## src/cscl_pkg.sv

```systemverilog
package cscl_pkg;

   localparam int FREQ_W  = 20;
   localparam int SUM_W   = 24;
   localparam int WAIT_W  = 24;
   localparam int PPR_W   = 10;
   localparam int PROD_W  = 2 * FREQ_W;
   localparam int CMP_W   = PROD_W + 6;
   localparam int CSR_IDX_W = 3;
   localparam int CSR_DAT_W = 24;

   localparam logic [FREQ_W-1:0] FREQ_MAX = {FREQ_W{1'b1}};
   localparam logic [SUM_W-1:0]  SUM_MAX  = {SUM_W{1'b1}};

   // configuration register indexes
   localparam logic [CSR_IDX_W-1:0] REG_SCALE      = 3'd0;
   localparam logic [CSR_IDX_W-1:0] REG_PPR        = 3'd1;
   localparam logic [CSR_IDX_W-1:0] REG_SETTLE_CLS = 3'd2;
   localparam logic [CSR_IDX_W-1:0] REG_SETTLE_CAL = 3'd3;
   localparam logic [CSR_IDX_W-1:0] REG_GAP_CAL    = 3'd4;

   // input function codes
   localparam logic [1:0] FUNC_TICK = 2'd0;
   localparam logic [1:0] FUNC_CAL  = 2'd1;
   localparam logic [1:0] FUNC_CLS  = 2'd2;

   // measurement stages (low bits of phase), bit 2 marks calibration
   localparam logic [1:0] STG_GAP    = 2'd0;
   localparam logic [1:0] STG_SETTLE = 2'd1;
   localparam logic [1:0] STG_FIRST  = 2'd2;
   localparam logic [1:0] STG_COUNT  = 2'd3;
   localparam logic [2:0] PH_IDLE    = 3'd0;

   // color classes
   localparam logic [2:0] CLS_RED   = 3'd0;
   localparam logic [2:0] CLS_GREEN = 3'd1;
   localparam logic [2:0] CLS_BLUE  = 3'd2;
   localparam logic [2:0] CLS_BLACK = 3'd3;
   localparam logic [2:0] CLS_WHITE = 3'd4;
   localparam logic [2:0] CLS_UNDET = 3'd5;

   // output word selection
   localparam logic [1:0] OUT_NONE = 2'd0;
   localparam logic [1:0] OUT_CLS  = 2'd1;
   localparam logic [1:0] OUT_CAL  = 2'd2;

   typedef struct packed {
      logic       step;
      logic       div_start;
      logic       store_freq;
      logic       chan;
      logic       mul_en;
      logic       cls_en;
      logic       store_ref;
      logic       load_out;
      logic [1:0] out_sel;
      logic [2:0] idx;
   } cscl_cmd_type;

   typedef struct packed {
      logic need_div;
      logic chan_done;
      logic last_chan;
      logic cal;
      logic cal_last;
      logic div_done;
   } cscl_sts_type;

   function automatic logic [1:0] filter_code(input logic [1:0] fi);
      logic [1:0] c;
      unique case (fi)
         2'd1:    c = 2'd3;
         2'd2:    c = 2'd2;
         default: c = 2'd0;
      endcase
      return c;
   endfunction

   function automatic logic [1:0] scale_code(input logic [1:0] m);
      logic [1:0] c;
      unique case (m)
         2'd0:    c = 2'd2;
         2'd1:    c = 2'd1;
         2'd2:    c = 2'd3;
         default: c = 2'd0;
      endcase
      return c;
   endfunction

endpackage

```

## src/cscl_ctrl.sv

```systemverilog
module cscl_ctrl (
   input  logic                   clock,
   input  logic                   reset,
   input  logic                   req_valid,
   output logic                   req_stall,
   output logic                   rsp_valid,
   input  logic                   rsp_stall,
   output cscl_pkg::cscl_cmd_type cmd,
   input  cscl_pkg::cscl_sts_type sts
);
   import cscl_pkg::*;

   localparam logic [3:0] S_IDLE   = 4'd0;
   localparam logic [3:0] S_OUT    = 4'd1;
   localparam logic [3:0] S_FSTART = 4'd2;
   localparam logic [3:0] S_FWAIT  = 4'd3;
   localparam logic [3:0] S_CHAN   = 4'd4;
   localparam logic [3:0] S_MUL    = 4'd5;
   localparam logic [3:0] S_CLS    = 4'd6;
   localparam logic [3:0] S_AVG    = 4'd7;
   localparam logic [3:0] S_OUTC   = 4'd9;
   localparam logic [3:0] S_OUTK   = 4'd10;

   logic [3:0] state_ff, state_in;
   logic [2:0] idx_ff, idx_in;
   logic       valid_ff, valid_in;
   logic       out_free, accept;

   assign out_free  = !valid_ff || !rsp_stall;
   assign req_stall = state_ff != S_IDLE;
   assign accept    = req_valid && !req_stall;
   assign rsp_valid = valid_ff;

   always_comb begin
      state_in = state_ff;
      idx_in   = idx_ff;
      valid_in = valid_ff && rsp_stall;
      cmd      = '0;
      cmd.idx  = idx_ff;
      unique case (state_ff)
         S_IDLE: begin
            if (accept) begin
               cmd.step = 1'b1;
               priority if (sts.need_div) state_in = S_FSTART;
               else if (sts.chan_done)    state_in = S_CHAN;
               else                       state_in = S_OUT;
            end
         end
         S_FSTART: begin
            cmd.div_start = 1'b1;
            state_in      = S_FWAIT;
         end
         S_FWAIT: begin
            if (sts.div_done) begin
               cmd.store_freq = 1'b1;
               state_in       = S_CHAN;
            end
         end
         S_CHAN: begin
            cmd.chan = 1'b1;
            idx_in   = 3'd0;
            priority if (!sts.last_chan) state_in = S_OUT;
            else if (!sts.cal)           state_in = S_MUL;
            else if (sts.cal_last)       state_in = S_AVG;
            else                         state_in = S_OUT;
         end
         S_MUL: begin
            cmd.mul_en = 1'b1;
            idx_in     = idx_ff + 1'b1;
            if (idx_ff == 3'd5) state_in = S_CLS;
         end
         S_CLS: begin
            cmd.cls_en = 1'b1;
            state_in   = S_OUTC;
         end
         S_AVG: begin
            cmd.store_ref = 1'b1;
            idx_in        = idx_ff + 1'b1;
            if (idx_ff == 3'd2) state_in = S_OUTK;
         end
         S_OUT, S_OUTC, S_OUTK: begin
            if (out_free) begin
               cmd.load_out = 1'b1;
               priority if (state_ff == S_OUTC) cmd.out_sel = OUT_CLS;
               else if (state_ff == S_OUTK)     cmd.out_sel = OUT_CAL;
               else                             cmd.out_sel = OUT_NONE;
               valid_in = 1'b1;
               state_in = S_IDLE;
            end
         end
         default: state_in = S_IDLE;
      endcase
   end

   always_ff @(posedge clock) begin
      if (reset) begin
         state_ff <= S_IDLE;
         idx_ff   <= '0;
         valid_ff <= 1'b0;
      end else begin
         state_ff <= state_in;
         idx_ff   <= idx_in;
         valid_ff <= valid_in;
      end
   end

   a_load_free: assert property (@(posedge clock) disable iff (reset)
      cmd.load_out |-> out_free)
      else $error("output word overwritten while stalled");

   a_accept_busy: assert property (@(posedge clock) disable iff (reset)
      accept |=> state_ff != S_IDLE)
      else $error("accepted word not processed");

   a_mul_done: assert property (@(posedge clock) disable iff (reset)
      (state_ff == S_MUL && idx_ff == 3'd5) |=> state_ff == S_CLS)
      else $error("product sweep did not end in classify");

endmodule

```

## config.mk

```make
export PLATFORM = sky130hd
export DESIGN_NAME = cscl_ctrl
export DESIGN_NICKNAME = d
export VERILOG_FILES = /design/src/cscl_pkg.sv /design/src/cscl_ctrl.sv
export SDC_FILE = /design/constraint.sdc
export NUM_CORES = 1
export LEC_CHECK = 0
export BUFFER_PORTS_ARGS = -buffer_cell sky130_fd_sc_hd__buf_2
export CORE_AREA = 2 2 44 46
export DETAILED_ROUTE_END_ITERATION = 10
export DIE_AREA = 0 0 46 48
export REMOVE_ABC_BUFFERS = 1
export SYNTH_ARGS = -nofsm -noshare
export SYNTH_HDL_FRONTEND = slang
export SYNTH_SLANG_ARGS = --single-unit
```

## constraint.sdc

```tcl
create_clock -name clock -period 2.7 [get_ports clock]
set_input_delay 0 -clock clock [delete_from_list [all_inputs] [get_ports clock]]
set_output_delay 0 -clock clock [all_outputs]
set_load 0.005 [all_outputs]
```

# Word-level counts from Yosys, hierarchy flattened
# Index checks and enable logic that the tools add are counted.
[word_totals] in_bits=10 out_inout_bits=15 ff_bits=8
[classes] n_eq_ne=16 mux=27 n_addsub=1 n_reduce_logical=12
[ops] operator="2-to-1 mux 4 bit" count=8
[ops] operator="case mux 4 bit (8 select lines)" count=1
[ops] operator="equality test 4 x 3 -> 1 bit, second input constant" count=4
[ops] operator="2-to-1 mux 3 bit" count=4
[ops] operator="2-to-1 mux 1 bit" count=11
[ops] operator="inequality test 2 bit, second input constant" count=5
[ops] operator="equality test 4 x 2 -> 1 bit, second input constant" count=2
[ops] operator="equality test 4 bit, second input constant" count=2
[ops] operator="case mux 3 bit (2 select lines)" count=1
[ops] operator="AND reduction 5 bit" count=1
[ops] operator="equality test 4 x 1 -> 1 bit, second input constant" count=1
[ops] operator="logical NOT 4 bit" count=1
[ops] operator="2-to-1 mux 2 bit" count=2
[ops] operator="nonzero test 4 bit" count=1
[ops] operator="adder 3 x 1 -> 3 bit, second input constant" count=1
[ops] operator="equality test 3 x 2 -> 1 bit, second input constant" count=1
[ops] operator="equality test 3 bit, second input constant" count=1
[ops] operator="logical NOT 1 bit" count=3
[ops] operator="OR reduction 3 bit" count=1
[ops] operator="logical AND 1 bit" count=2
[ops] operator="nonzero test 2 bit" count=1
[ops] operator="OR reduction 2 bit" count=1
[ops] operator="logical OR 1 bit" count=1

# Longest topological paths before layout
[logic_depth] depth_word=5 depth_mapped=6 depth_no_buf=6

# Worst setup path before layout
# No wires, ideal clock.
[synth_path] path_type="flip-flop to flip-flop" from="register idx_ff[1]" to="register state_ff[2]" slack_ns=1.171 path_stages_with_launch=7 t_arrival_ns=1.442 synth_period_minus_slack_ns=1.529 path_buffers=0 cell_sequence="dfxtp_1 -> inv_1 -> ha_1 -> and3b_1 -> a311o_1 -> a21boi_1 -> a221oi_2"
[synth_via] elab_chain_cells=3 elab_cells_between_ends=5
[synth_lines] element="from (decl)" line="cscl_ctrl.sv:25" rtl="logic [2:0] idx_ff, idx_in;"
[synth_lines] element="from (signal assigned)" line="cscl_ctrl.sv:102" rtl="idx_ff <= idx_in;"
[synth_lines] element="equality test 3 x 2 -> 1 bit / equality test 3 bit (equally long branches)" line="cscl_ctrl.sv:79, cscl_ctrl.sv:70"
[synth_lines] element="inequality test 2 bit (no line)"
[synth_lines] element="AND reduction 5 bit (no line) (*)"
[synth_lines] element="to (signal assigned)" line="cscl_ctrl.sv:101" rtl="state_ff <= state_in;"
[synth_lines] element="to (decl)" line="cscl_ctrl.sv:24" rtl="logic [3:0] state_ff, state_in;"
# Mark *: on every way between the ends. The rest lies on a longest branch, timed or not.
# A chain may end at the register's enable or synchronous reset.

# Worst setup path in the final report
[layout_path] from="register state_ff[1]" to="register state_ff[2]"
[layout_via] elab_chain_cells=5 elab_cells_between_ends=21
[layout_lines] element="branches (longest 5 deep; another with AND reduction 5 bit)"
# Several ways; the timed one is not identified.

==> flow_summary.json <==
{
  "status": "completed",
  "worstPathMaxFanout": 19,
  "min_period_ps": 1750,
  "rows": 15,
  "avgSynthCellArea_um2": 7.34,
  "synth_area_um2": 646,
  "arrival_ps": 1920,
  "synth_top_family_by_area": "simple AND/OR/NAND/NOR gates",
  "hold_class": "input pin to flop",
  "yosys.area_share.xor_xnor_pct": 0,
  "start_util_pct": 38.2,
  "first_pass_iters": 4,
  "finalClockSkew_ps": 0.819,
  "cap_violations": 0,
  "pre_cts_slack_ps": 966,
  "cp_top_family": "compound AO/OA/AOI/OAI gates",
  "vias": 705,
  "core_mm2": 0.00169,
  "grt_max_degree": 20,
  "grt_pass1_vias": 579,
  "worst_pin_slew_ps": 561,
  "setup.worst_path.end_class": "flop",
  "cts_tree": "done",
  "synth-edff-count": 0,
  "nFillCells": 176,
  "num_antenna_cells": 0,
  "io_pins": 25,
  "cts_made_buffers": 3,
  "peakVddDrop_mv": 0.448,
  "synth.mux.area_fraction_pct": 1.55,
  "insertion_delay_ps": 250,
  "cts_htree_levels": 1,
  "rsz0062_at_grt": "no",
  "cts_resized": 0,
  "drv_slew": 0,
  "syn2layout_area_growth_pct": 20.3,
  "viasPerCell": 5.60,
  "synth.yosys.seq_area_share_pct": 24.8,
  "multiInputGateArea_um2": 427,
  "yosysUniqueCellTypes": 36,
  "setup_viol": 0,
  "ys_warn_count": 0,
  "cts_setup_buffers": 0,
  "wl_per_cell_um": 12.6,
  "cts.path.max_buffers": 2,
  "synthSimpleGateAreaFrac_pct": 34.3,
  "clk_pin_slew_ps": 50,
  "port_buffers": 24,
  "antenna_found_initial": 0,
  "dieWidth_um": 46,
  "fin_nets": 124,
  "max_freq_mhz": 572,
  "async_flop_share_pct": 0,
  "p_leak_nw": 0.361,
  "synthTopCellsByArea": "dfxtp_1, nor2_1, ha_1, nor3_1, nand2b_1",
  "finalSetupTns_ps": 0,
  "hold_viol_final": 0,
  "final_layout_size_suffix_gt1_share_pct": 27.5,
  "period_share_pct": 64.7,
  "synth_top_cell_by_area": "dfxtp_1",
  "grt_usage_pct": 16.6,
  "powerDensity_mw_per_mm2": 801,
  "netlist.area_leader.share_pct": 24.8,
  "place.gp.congestion": 0.781,
  "cp-start-kind": "flop",
  "path_class": "flop to flop",
  "required_ps": 2870,
  "worstPathCellList": "and3b_1 -> a311o_1 -> a21boi_1 -> a221oi_2",
  "synth_compound_area_share_pct": 24.4,
  "dieArea_mm2": 0.00221,
  "ys_ff_latch": 8,
  "max_stage_delay_ps": 670,
  "overflow": 0,
  "remaining_drc_errors": 0,
  "max_slew_margin_pct": 62.6,
  "register_area_um2": 160,
  "cp_slowest_cell": "dfxtp_1",
  "drtAntennaViolNets": 0,
  "die_h_um": 48,
  "first_iter_violations": 12,
  "cts-root-buf": "clkbuf_4",
  "grt_pass1_wl_um": 2580,
  "synth_top_flop_cell": "dfxtp_1",
  "path_buf_inv": 0,
  "synth_fa_ha_area_share_pct": 5.81,
  "ctsHoldBuffers": 0,
  "dp_hpwl_um": 1190,
  "fin_ws_ps": 952,
  "postSynthCellCount": 88,
  "wl_um": 1590,
  "clkSinkCount": 8
}
==> placed cells by master (no fill, tap or decap), drive strengths merged, types with 2 or more instances in the layout <==
cell type,n
buf,24
nor2,11
dfxtp,8
inv,7
nor3,7
nand2,6
nand2b,5
a21oi,5
o21ai,4
ha,3
clkbuf,3
and3b,2
a211o,2
nand3b,2
==> Yosys cell counts (2+ instances only) <==
master,count
a211o_1,2
a21oi_1,5
and3b_1,2
buf_1,2
buf_2,2
buf_4,2
dfxtp_1,8
ha_1,3
inv_1,7
nand2_1,6
nand2b_1,5
nor2_1,11
nor3_1,7
o21ai_0,4
==> power breakdown <==
part / switching (W) / internal [W] / total, W
clock network: 0.0000410 / 0.0000509 / 0.0000919
logic: 0.000154 / 0.000148 / 0.000301
registers: 0.0000838 / 0.000146 / 0.000230
total: 0.000278 / 0.000344 / 0.000623
==> sequential cells by signal, summed over array words and instances (netlist names) <==
| register | cells |
|---|---|
| rsp_valid | 1 |
| state_ff | 4 |
| idx_ff | 3 |
==> worst paths after layout <==
path	cells after the start	endpoint	start	slack, ps
worst min register to register	2	idx_ff[2]$_SDFFE_PP0P_	idx_ff[2]$_SDFFE_PP0P_	490
worst max register to register	4	state_ff[2]$_SDFFE_PP0P_	state_ff[1]$_SDFFE_PP0P_	950
worst max-delay path	4	state_ff[2]$_SDFFE_PP0P_	state_ff[1]$_SDFFE_PP0P_	950
worst min-delay path	2	idx_ff[2]$_SDFFE_PP0P_	reset	60
==> through the flow <==
stage | std cells | total power [W] | utilization, % | hold WS [ps] | cell area [µm²]
final | 126 | 0.000623 | 46.0 | 55.7 | 777
after global routing | 126 | 0.000686 | 46.0 | 67.4 | 777
after CTS | 126 | 0.000629 | 46.0 | 43.3 | 777
after detailed placement | 123 | 0.000533 | 44.7 | 254 | 754
after global placement | 123 | 0.000529 | 44.7 | 249 | 754
after floorplan | 82 | 0.000420 | - | 51.3 | 613
==> per-layer routing <==
layer  GRT usage [%]  wire (µm)  part of all wire (%)
met3            7.55        124                   7.8
met5               0          0                     0
met4            4.00          0                     0
met2            26.7        783                    49
met1            20.3        684                    43
==> cell type report <==
cell class	instances	share of cell area, %
multi-input combinational	67	54.9
sequential	8	20.6
timing repair buffer	24	15.5
inverter	7	3.38
clock buffer	3	2.90
tap	17	2.74
==> logic make-up after synthesis <==
logic type      count (synthesis)
compound gates                 22
mux                             1
simple gates                   41
fa+ha+maj                       3
flops                           8
buf+inv                        13
Power figures use the tool's default switching activity.
